### config.mk
export PLATFORM = sky130hd
export DESIGN_NAME = permutation_mix_bit_generator
export DESIGN_NICKNAME = d
export VERILOG_FILES = /design/src/rtl/pmbg_pkg.sv /design/src/rtl/pmbg_cfg.sv /design/src/rtl/pmbg_core.sv /design/src/rtl/permutation_mix_bit_generator.sv
export SDC_FILE = /design/constraint.sdc
export NUM_CORES = 1
export LEC_CHECK = 0
export BUFFER_PORTS_ARGS = -buffer_cell sky130_fd_sc_hd__buf_2
export CAP_MARGIN = 30
export CORE_MARGIN = 4
export CORE_UTILIZATION = 40
export DETAILED_ROUTE_END_ITERATION = 8
export GPL_TIMING_DRIVEN = 1
export PLACE_DENSITY_LB_ADDON = 0.15
export RECOVER_POWER = 50
export SYNTH_ARGS = -nofsm -noshare
export SYNTH_HDL_FRONTEND = slang
export SYNTH_SLANG_ARGS = --single-unit
### constraint.sdc
create_clock -name clk_i -period 8.4 [get_ports clk_i]
set_clock_uncertainty 0.05 [all_clocks]
set_input_delay 1.26 -clock clk_i [delete_from_list [all_inputs] [get_ports clk_i]]
set_output_delay 1.26 -clock clk_i [all_outputs]
set_load 0.05 [all_outputs]
### src/rtl/pmbg_pkg.sv
package pmbg_pkg;

  localparam int unsigned EntryW  = 3;
  localparam int unsigned RegW    = 24;
  localparam int unsigned ByteW   = 8;
  localparam int unsigned CfgIdxW = 2;

  localparam logic [RegW-1:0] MixPermReset   = 24'hFAC688;
  localparam logic [RegW-1:0] StartPermReset = 24'h1F58D1;

  localparam logic CmdRestart  = 1'b0;
  localparam logic CmdGenerate = 1'b1;

  typedef enum logic [CfgIdxW-1:0] {
    RegMixPerm   = 2'd0,
    RegMixInv    = 2'd1,
    RegStartPerm = 2'd2
  } reg_idx_e;

  typedef struct packed {
    logic [RegW-1:0] mix_perm;
    logic [RegW-1:0] mix_inv;
    logic [RegW-1:0] start_perm;
  } cfg_t;

endpackage

### src/rtl/pmbg_cfg.sv
module pmbg_cfg (
  input  logic                           clk_i,
  input  logic                           rst_ni,
  input  logic                           cfg_valid_i,
  output logic                           cfg_ready_o,
  input  logic [pmbg_pkg::CfgIdxW-1:0]   cfg_index_i,
  input  logic [pmbg_pkg::RegW-1:0]      cfg_data_i,
  output pmbg_pkg::cfg_t                 cfg_o
);

  pmbg_pkg::cfg_t cfg_q;
  pmbg_pkg::cfg_t cfg_d;

  assign cfg_ready_o = 1'b1;

  always_comb begin
    cfg_d = cfg_q;
    if (cfg_valid_i) begin
      case (pmbg_pkg::reg_idx_e'(cfg_index_i))
        pmbg_pkg::RegMixPerm:   cfg_d.mix_perm   = cfg_data_i;
        pmbg_pkg::RegMixInv:    cfg_d.mix_inv    = cfg_data_i;
        pmbg_pkg::RegStartPerm: cfg_d.start_perm = cfg_data_i;
        default:                cfg_d            = cfg_q;
      endcase
    end
  end

  always_ff @(posedge clk_i or negedge rst_ni) begin
    if (!rst_ni) begin
      cfg_q.mix_perm   <= pmbg_pkg::MixPermReset;
      cfg_q.mix_inv    <= pmbg_pkg::MixPermReset;
      cfg_q.start_perm <= pmbg_pkg::StartPermReset;
    end else begin
      cfg_q <= cfg_d;
    end
  end

  assign cfg_o = cfg_q;

endmodule

### src/rtl/pmbg_core.sv
module pmbg_core #(
  parameter int unsigned STATE_BITS = 8
) (
  input  logic                          clk_i,
  input  logic                          rst_ni,
  input  logic                          adv_i,
  input  logic                          cmd_i,
  input  logic [pmbg_pkg::RegW-1:0]     swap_indices_i,
  input  pmbg_pkg::cfg_t                cfg_i,
  output logic [pmbg_pkg::ByteW-1:0]    random_byte_o
);

  localparam int unsigned IdxW    = $clog2(STATE_BITS);
  localparam int unsigned PermW   = pmbg_pkg::EntryW * STATE_BITS;
  localparam int unsigned WideW   = (PermW > pmbg_pkg::RegW) ? PermW : pmbg_pkg::RegW;
  localparam int unsigned OutPadW = (STATE_BITS > pmbg_pkg::ByteW) ? STATE_BITS
                                                                    : pmbg_pkg::ByteW;
  localparam logic [STATE_BITS-1:0] StartState = STATE_BITS'((1 << (STATE_BITS / 2)) - 1);
  localparam logic [WideW-1:0]      StartWide  = WideW'(pmbg_pkg::StartPermReset);
  localparam logic [PermW-1:0]      PermReset  = StartWide[PermW-1:0];

  function automatic logic [IdxW-1:0] reduce(input logic [pmbg_pkg::EntryW-1:0] v);
    logic [4:0] t;
    t = {2'b00, v};
    if (t >= 5'(STATE_BITS)) t = t - 5'(STATE_BITS);
    return t[IdxW-1:0];
  endfunction

  logic [STATE_BITS-1:0] state_q;
  logic [STATE_BITS-1:0] state_d;
  logic [PermW-1:0]      perm_q;
  logic [PermW-1:0]      perm_d;

  logic [WideW-1:0]      mix_w;
  logic [WideW-1:0]      inv_w;
  logic [WideW-1:0]      swp_w;
  logic [WideW-1:0]      start_w;
  logic [IdxW-1:0]       mix_e [STATE_BITS];
  logic [IdxW-1:0]       inv_e [STATE_BITS];
  logic [IdxW-1:0]       cyc_e [STATE_BITS];
  logic [IdxW-1:0]       swp_e [STATE_BITS];
  logic [STATE_BITS-1:0] upd;
  logic [STATE_BITS-1:0] swp;
  logic [PermW-1:0]      new_perm;
  logic [OutPadW-1:0]    out_w;
  logic                  tmp;

  assign mix_w   = WideW'(cfg_i.mix_perm);
  assign inv_w   = WideW'(cfg_i.mix_inv);
  assign swp_w   = WideW'(swap_indices_i);
  assign start_w = WideW'(cfg_i.start_perm);

  always_comb begin
    for (int i = 0; i < STATE_BITS; i++) begin
      mix_e[i] = reduce(mix_w[pmbg_pkg::EntryW*i +: pmbg_pkg::EntryW]);
      inv_e[i] = reduce(inv_w[pmbg_pkg::EntryW*i +: pmbg_pkg::EntryW]);
      cyc_e[i] = reduce(perm_q[pmbg_pkg::EntryW*i +: pmbg_pkg::EntryW]);
      swp_e[i] = reduce(swp_w[pmbg_pkg::EntryW*i +: pmbg_pkg::EntryW]);
    end

    // in-place update, lower bits already new
    upd = state_q;
    for (int i = 0; i < STATE_BITS; i++) begin
      upd[i] = upd[i] ^ upd[cyc_e[i]];
    end

    // conjugate with the mixing permutation
    for (int i = 0; i < STATE_BITS; i++) begin
      new_perm[pmbg_pkg::EntryW*i +: pmbg_pkg::EntryW] =
        pmbg_pkg::EntryW'(mix_e[cyc_e[inv_e[i]]]);
    end

    // swaps on the output copy only
    swp = upd;
    tmp = 1'b0;
    for (int i = 0; i < STATE_BITS; i++) begin
      tmp           = swp[i];
      swp[i]        = swp[swp_e[i]];
      swp[swp_e[i]] = tmp;
    end

    out_w = OutPadW'(swp);

    if (cmd_i == pmbg_pkg::CmdGenerate) begin
      state_d       = upd;
      perm_d        = new_perm;
      random_byte_o = out_w[pmbg_pkg::ByteW-1:0];
    end else begin
      state_d       = StartState;
      perm_d        = start_w[PermW-1:0];
      random_byte_o = '0;
    end
  end

  always_ff @(posedge clk_i or negedge rst_ni) begin
    if (!rst_ni) begin
      state_q <= StartState;
      perm_q  <= PermReset;
    end else if (adv_i) begin
      state_q <= state_d;
      perm_q  <= perm_d;
    end
  end

endmodule

### src/rtl/permutation_mix_bit_generator.sv
// throughput: one item per cycle unless out_stall_i holds a result, set
// by the combinational state update and permutation conjugation between
// the stage-1 input registers and the result register behind out_valid_o
// reset: asynchronous, active low; clears the pipeline valids, loads the
// state with its lower half set, the cycle permutation and all three
// configuration registers with their defaults
module permutation_mix_bit_generator #(
  parameter int unsigned STATE_BITS = 8
) (
  input  logic                          clk_i,
  input  logic                          rst_ni,
  input  logic                          in_valid_i,
  output logic                          in_stall_o,
  input  logic                          cmd_i,
  input  logic [pmbg_pkg::RegW-1:0]     swap_indices_i,
  output logic                          out_valid_o,
  input  logic                          out_stall_i,
  output logic [pmbg_pkg::ByteW-1:0]    random_byte_o,
  input  logic                          cfg_valid_i,
  output logic                          cfg_ready_o,
  input  logic [pmbg_pkg::CfgIdxW-1:0]  cfg_index_i,
  input  logic [pmbg_pkg::RegW-1:0]     cfg_data_i
);

  pmbg_pkg::cfg_t cfg;

  logic                       s1_vld_q;
  logic                       s1_vld_d;
  logic                       s1_cmd_q;
  logic [pmbg_pkg::RegW-1:0]  s1_swap_q;
  logic                       out_vld_q;
  logic                       out_vld_d;
  logic [pmbg_pkg::ByteW-1:0] out_byte_q;
  logic [pmbg_pkg::ByteW-1:0] out_byte_d;
  logic                       out_free;
  logic                       s1_adv;
  logic                       in_acc;

  pmbg_cfg u_cfg (
    .clk_i       (clk_i),
    .rst_ni      (rst_ni),
    .cfg_valid_i (cfg_valid_i),
    .cfg_ready_o (cfg_ready_o),
    .cfg_index_i (cfg_index_i),
    .cfg_data_i  (cfg_data_i),
    .cfg_o       (cfg)
  );

  pmbg_core #(
    .STATE_BITS (STATE_BITS)
  ) u_core (
    .clk_i          (clk_i),
    .rst_ni         (rst_ni),
    .adv_i          (s1_adv),
    .cmd_i          (s1_cmd_q),
    .swap_indices_i (s1_swap_q),
    .cfg_i          (cfg),
    .random_byte_o  (out_byte_d)
  );

  assign out_free   = !out_vld_q || !out_stall_i;
  assign s1_adv     = s1_vld_q && out_free;
  assign in_stall_o = s1_vld_q && !out_free;
  assign in_acc     = in_valid_i && !in_stall_o;

  assign s1_vld_d  = in_acc || (s1_vld_q && !s1_adv);
  assign out_vld_d = s1_adv || (out_vld_q && out_stall_i);

  always_ff @(posedge clk_i or negedge rst_ni) begin
    if (!rst_ni) begin
      s1_vld_q  <= 1'b0;
      out_vld_q <= 1'b0;
    end else begin
      s1_vld_q  <= s1_vld_d;
      out_vld_q <= out_vld_d;
    end
  end

  // item payload
  always_ff @(posedge clk_i) begin
    if (in_acc) begin
      s1_cmd_q  <= cmd_i;
      s1_swap_q <= swap_indices_i;
    end
    if (s1_adv) begin
      out_byte_q <= out_byte_d;
    end
  end

  assign out_valid_o   = out_vld_q;
  assign random_byte_o = out_byte_q;

endmodule

Yosys cells after proc, flatten, opt, wreduce, memory -nomap -nowiden
Cells that the tools add are included.

Add/subtract/negate cells: 0. Multipliers: 0. Div/mod/pow operators: 0. $lt $le $gt $ge: 40. Equality and inequality tests: 2. Shift-type cells: 0. Mux-type cells: 106. Bitwise logic cells: 24. Reduce and logical (&&, ||, !) cells: 25.

Operators with widths (number): 3-bit binary-select mux with 3-bit select (16); 3-bit two-way mux (32); 8-bit bitwise mux (8); 4-bit greater-or-equal comparator, second input constant (16); 3-bit by 4-bit < comparator with 1-bit output, second input constant (16); 3-bit inverter with 4-bit output (16); 1-bit binary-select mux with 3-bit select (16); 1-bit demux with 3-bit select (8); 3-bit by 1-bit greater-or-equal comparator with 1-bit output, second input constant (8); 1-bit two-way mux (24); 24-bit two-way mux (1); 1-bit logical AND (13); 8-bit two-way mux (1); 1-bit bitwise XOR (8); 2-bit AND reduction (3); 1-bit logical NOT (5); 1-bit logical OR (3); 2-bit by 1-bit == test with 1-bit output, second input constant (1); 2-bit == test, second input constant (1); 2-bit logical NOT (1).

Register bits: 139. Bits in latches: 0. Bits in writable memories: 0. ROM bits: 0. Bits of input ports: 56. Output and inout port bits: 11. Logic and storage cells: 207. Memories kept: 0.

Logic depth before layout (Yosys ltp)
Depth in word-level cells: 48. Mapped depth: 25. Depth with buffers taken out: 20.

Modules after synthesis
From an unflattened synthesis, not the netlist that was laid out.

Cells, all modules: 1114. Area total of the unflattened synthesis: 11846.4 um^2.

By module, submodules not included: pmbg_core (instances 1, cells an instance 918, area each 7987.7 um^2, sequential area each 820.8 um^2); pmbg_cfg (instances 1, cells an instance 155, area each 2775.2 um^2, sequential area each 1846.8 um^2); permutation_mix_bit_generator (instances 1, cells an instance 41, area each 1083.5 um^2, sequential area each 1041.0 um^2).

Worst setup path before layout
No wires, ideal clock.

Kind: reg2reg. From: reg u_core.perm_q[0]. To: reg out_byte_q, in the netlist random_byte_o[7], data pin. Setup time: 0.254 ns. Arrival: 5.782 ns. Data required time: 8.096 ns. Slack: 2.314 ns. Cell stages (with the launch flop): 23. Path buffers: 2. Clock period less this slack: 6.086 ns. Cell sequence: dfstp_2 mux2_2 a2bb2oi_2 a21oi_1 o21ai_1 and3_1 buf_6 a211o_1 buf_6 o221ai_4 nor4_1 or4_4 or3_4 a211o_1 or3_4 a221o_1 a221oi_2 a21oi_1 a31oi_1 nand2_1 a2111oi_4 a21boi_1 o21a_1.

Longest elaborated chain between the ends: 48.

RTL lines: from (decl) (line pmbg_core.sv:31) `logic [PermW-1:0] perm_q;`; from (signal assigned) (line pmbg_core.sv:98) `perm_q <= PermReset;`; from (signal assigned) (line pmbg_core.sv:101) `perm_q <= perm_d;`; 1-bit binary-select mux with 3-bit select (*) (line pmbg_core.sv:64) `upd[i] = upd[i] ^ upd[cyc_e[i]];`; 1-bit two-way mux (not written as such) (*) (line pmbg_core.sv:64); 1-bit bitwise XOR (*) (line pmbg_core.sv:64); 1-bit binary-select mux with 3-bit select (line pmbg_core.sv:64); 1-bit two-way mux (not written as such) (line pmbg_core.sv:64); 1-bit bitwise XOR (line pmbg_core.sv:64); 1-bit binary-select mux with 3-bit select (line pmbg_core.sv:64); 1-bit two-way mux (not written as such) (line pmbg_core.sv:64); (+32 left out); 1-bit two-way mux (not written as such) (line pmbg_core.sv:78) `swp[i] = swp[swp_e[i]];`; 8-bit bitwise mux (*) (line pmbg_core.sv:79) `swp[swp_e[i]] = tmp;`; 1-bit binary-select mux with 3-bit select (line pmbg_core.sv:78); 1-bit two-way mux (not written as such) (line pmbg_core.sv:78); 8-bit bitwise mux (*) (line pmbg_core.sv:79); 1-bit binary-select mux with 3-bit select (line pmbg_core.sv:78); 1-bit two-way mux (not written as such) (line pmbg_core.sv:78); 8-bit bitwise mux (*) (line pmbg_core.sv:79); to (signal assigned) (line permutation_mix_bit_generator.sv:86) `out_byte_q <= out_byte_d;`; to (decl) (line permutation_mix_bit_generator.sv:33) `logic [pmbg_pkg::ByteW-1:0] out_byte_q;`.

Mark *: on every way between the ends. The rest lies on a longest branch, timed or not. The select of a mux whose other input is x is not followed. A chain may end at the register's enable or synchronous reset.

Worst setup path in the final report
Same ends and word-level chain as after synthesis.

==> metrics <==
status finished with violations; failing checks capacitance limit, slew limit; fin. max-slew vios 128; largest cells by area after synthesis mux4_2 19%, dfstp_2 12%, dfrtp_1 12%, edfxtp_1 8.4%, mux2_2 7.6%; peak supply drop 0.172 mV; Sw Ratio 0.467; Post-Place Worst Slack 1.23 ns; leakage 4.91 nW; vias after detailed routing 9838; gr usage total 0.223; RSZ-0062 raised after global routing false; Comb pwr share 0.570; mux cell area share after synthesis 0.323; Pwr Density 404 mW/mm^2; CP arrival 7.39 ns; post-synthesis simple-gate area fraction 0.162; CP Class reg2reg; Die Area 0.0321 sq mm; post-layout worst setup margin 1.15 ns; Pint 2.77 mW; crit start category flip-flop; number of synthesized register bits 139; Resize count post-CTS 0; Hold Violations, Final 0; Post-Syn Instances 1156; Die Y 179 um; largest family of logic cells by synthesized area multiplexers; Worst EP required 8.54 ns; drt total wl 35500 um; Synth area leader mux4_2; compound-gate portion of the synthesized area 0.151; Die Width 179 um; area of the core 0.0288 sq mm; EDFF count, synth 33; share of the synthesized area in the top cell type 0.192; initial antenna violation count 0; Post-CTS Setup Bufs 0; fillers 2762; sw power 2.42 mW; cell area after synthesis 0.0117 sq mm; # rows 62; # port buffers 65; Sum Neg Setup Slack 0 ns; Clk pwr share 0.156; Fmax 0.138 GHz; fin crit period 7.25 ns; syn nets 1212; library cells used by synthesis 81; grt total ovfl 0; post-synthesis xor/xnor area fraction 0.00672; Placed Area 0.0122 sq mm; asr flop ratio synth 0.763; drt wl/cell 22.9 um; final core occ 0.446; CTS tree done; sequential area share after synthesis 0.316; post-route cell area 0.0128 sq mm; dpl cells 1521; post-detail-place hpwl 25500 um; nets 1212; max cap viols 4; layout cell share with drive strength beyond 1 0.303; dominant synthesized flop cell dfrtp_1; Setup-failing EPs final 0; CP endpoint kind flip-flop; Layout area overhead 9.43%; Final Non-Filler Cells 1553; H-tree levels 4; min-delay worst type reg2reg; worst-skew pair later-pin latency 0.44 ns; antenna viol nets, final 0; Inserted Clock Buffers 17; first-pass GRT wire length 55600 um; area share of fa/ha/maj cells after synthesis 0; hold_ws 0.456 ns; clk root buf clkbuf_16; Initial Util 0.408; Tcrit/Tclk final 0.863; clock slew at reported path FFs 0.07 ns; vias in the first global route 9678; synthesized area per cell 10.1 sq um; Crit Path Max Fanout 16; # hold bufs at CTS 0; Antenna Cells 0; DR pass1 iterations 6; Vias/cell 6.33; I/O pin total 67; slew margin rel. -0.789; YS warnings 0; Seq pwr share 0.274; GP Congestion 0.932; final routed DRC violation total 0; Clock Sink Count 139; Total Power 5.19 mW; Iter 0 DRT Violations 1077; largest net degree at the start of global routing 60; Max Root-Sink Buffers 2; Worst Tran Pin Value 2.68 ns
-- power by group through the flow --
stage	Sequential (mW)	Clock, mW	Combinational [mW]
2_1_floorplan	1.05	0	2.54
3_3_place_gp	1.40	0	2.92
3_5_place_dp	1.41	0	2.93
4_1_cts	1.40	0.827	2.95
5_1_grt	1.45	0.853	3.23
6_report	1.42	0.807	2.96
-- cells in the final DEF, fill, tap and decap left out, types with 5 or more instances in the layout --
master | netlist | final
a211o_1 | 6 | 6
a211oi_1 | 11 | 11
a21oi_1 | 49 | 49
a31oi_1 | 13 | 13
and2_1 | 11 | 11
and3_1 | 10 | 10
buf_2 | 2 | 62
buf_4 | 2 | 8
clkbuf_1 | 77 | 6
clkbuf_16 | 0 | 17
dfrtp_1 | 54 | 54
dfstp_2 | 52 | 52
edfxtp_1 | 33 | 33
inv_1 | 23 | 23
mux2_2 | 79 | 78
mux2i_1 | 65 | 65
mux4_2 | 100 | 100
nand2_1 | 119 | 119
nand2b_1 | 22 | 22
nand3_1 | 22 | 22
nand3b_1 | 12 | 12
nand4_1 | 8 | 8
nor2_1 | 90 | 90
nor2b_1 | 14 | 14
nor3_1 | 24 | 24
nor3b_1 | 13 | 13
nor4_1 | 7 | 7
o211ai_1 | 25 | 25
o21ai_0 | 75 | 75
o21ai_1 | 5 | 5
o221ai_1 | 8 | 8
o31ai_1 | 10 | 10
or2_2 | 5 | 5
or3_1 | 7 | 7
xnor2_1 | 5 | 5
-- routing by layer --
layer / GRT usage / part of all wire / vias up / wire [um]
li1: - / - / 4450 / -
met1: 0.296 / 0.43 / 4922 / 15100
met2: 0.363 / 0.48 / 381 / 16900
met3: 0.0407 / 0.061 / 85 / 2170
met4: 0.0895 / 0.037 / 0 / 1320
met5: 0 / 0 / - / 0
-- cell usage after synthesis (all sizes together) (8+ instances only) --
cell type	count
and2	12
a21oi	49
mux2i	65
nor3b	13
or3	9
and3	10
nand2b	22
nor2b	14
nand3b	12
edfxtp	33
a211oi	11
mux4	100
dfrtp	54
mux2	79
o211ai	25
clkbuf	77
nand3	22
nand2	119
buf	19
nor3	24
o221ai	9
o31ai	10
nor2	90
a31oi	14
nand4	8
dfstp	52
inv	23
o21ai	80
-- flip-flops by register name, indices dropped and copies added, names as in the netlist --
register / flops
random_byte_o: 8
u_cfg.cfg_o: 72
u_core.perm_q: 24
u_core.state_q: 8
out_valid_o: 1
s1_cmd_q: 1
s1_vld_q: 1
s1_swap_q: 24
-- final timing paths --
kind,slack (ns),cells after the start,startpoint,end
min reg2reg,0.46,1,u_cfg.cfg_o[1]$_DFFE_PN0P_,u_cfg.cfg_o[1]$_DFFE_PN0P_
min in group asynchronous,1.61,1,rst_ni,u_cfg.cfg_o[52]$_DFFE_PN0P_
max,1.15,20,u_core.perm_q[0]$_DFFE_PN1P_,random_byte_o[7]$_SDFFCE_PN0P_
max in group asynchronous,4.78,2,rst_ni,u_core.perm_q[15]$_DFFE_PN0P_
max reg2reg,1.15,20,u_core.perm_q[0]$_DFFE_PN1P_,random_byte_o[7]$_SDFFCE_PN0P_
min,0.46,1,u_cfg.cfg_o[1]$_DFFE_PN0P_,u_cfg.cfg_o[1]$_DFFE_PN0P_
-- logic make-up (layout without fill, tap and decap cells) --
group / Yosys count / count (layout)
mux: 244 / 244
other cells: 1 / 1
xor+xnor: 9 / 9
flops: 139 / 139
simple gates: 382 / 382
compound gates: 262 / 262
buf+inv: 119 / 132
-- worst max-delay path: stages, from the launching register on --
cell and delay (ns):
dfstp_2 0.71, mux2_2 0.38, a2bb2oi_2 0.21, a21oi_1 0.38
or2_1 0.47, a21boi_0 0.18, a211o_1 0.52, mux2_2 0.48
and3_1 0.19, or4_4 0.56, o31ai_1 0.26, nand4b_1 0.31
a211oi_1 0.52, a21oi_1 0.23, o311ai_1 0.42, o211ai_1 0.15
nor3_1 0.23, nand2_1 0.13, a2111oi_4 0.34, a21boi_1 0.11
o21a_1 0.19
-- final cells by class --
cell class / count / area, sq um / share of cell area
Timing Repair Buffer: 77 / 404 / 0.0315
Tap cell: 384 / 480 / 0.0374
Inverter: 23 / 86.3 / 0.00673
Multi-Input combinational cell: 898 / 7540 / 0.588
Clock buffer: 17 / 425 / 0.0331
Clock inverter: 15 / 189 / 0.0147
Sequential cell: 139 / 3710 / 0.289
Power figures use the tool's default switching activity.
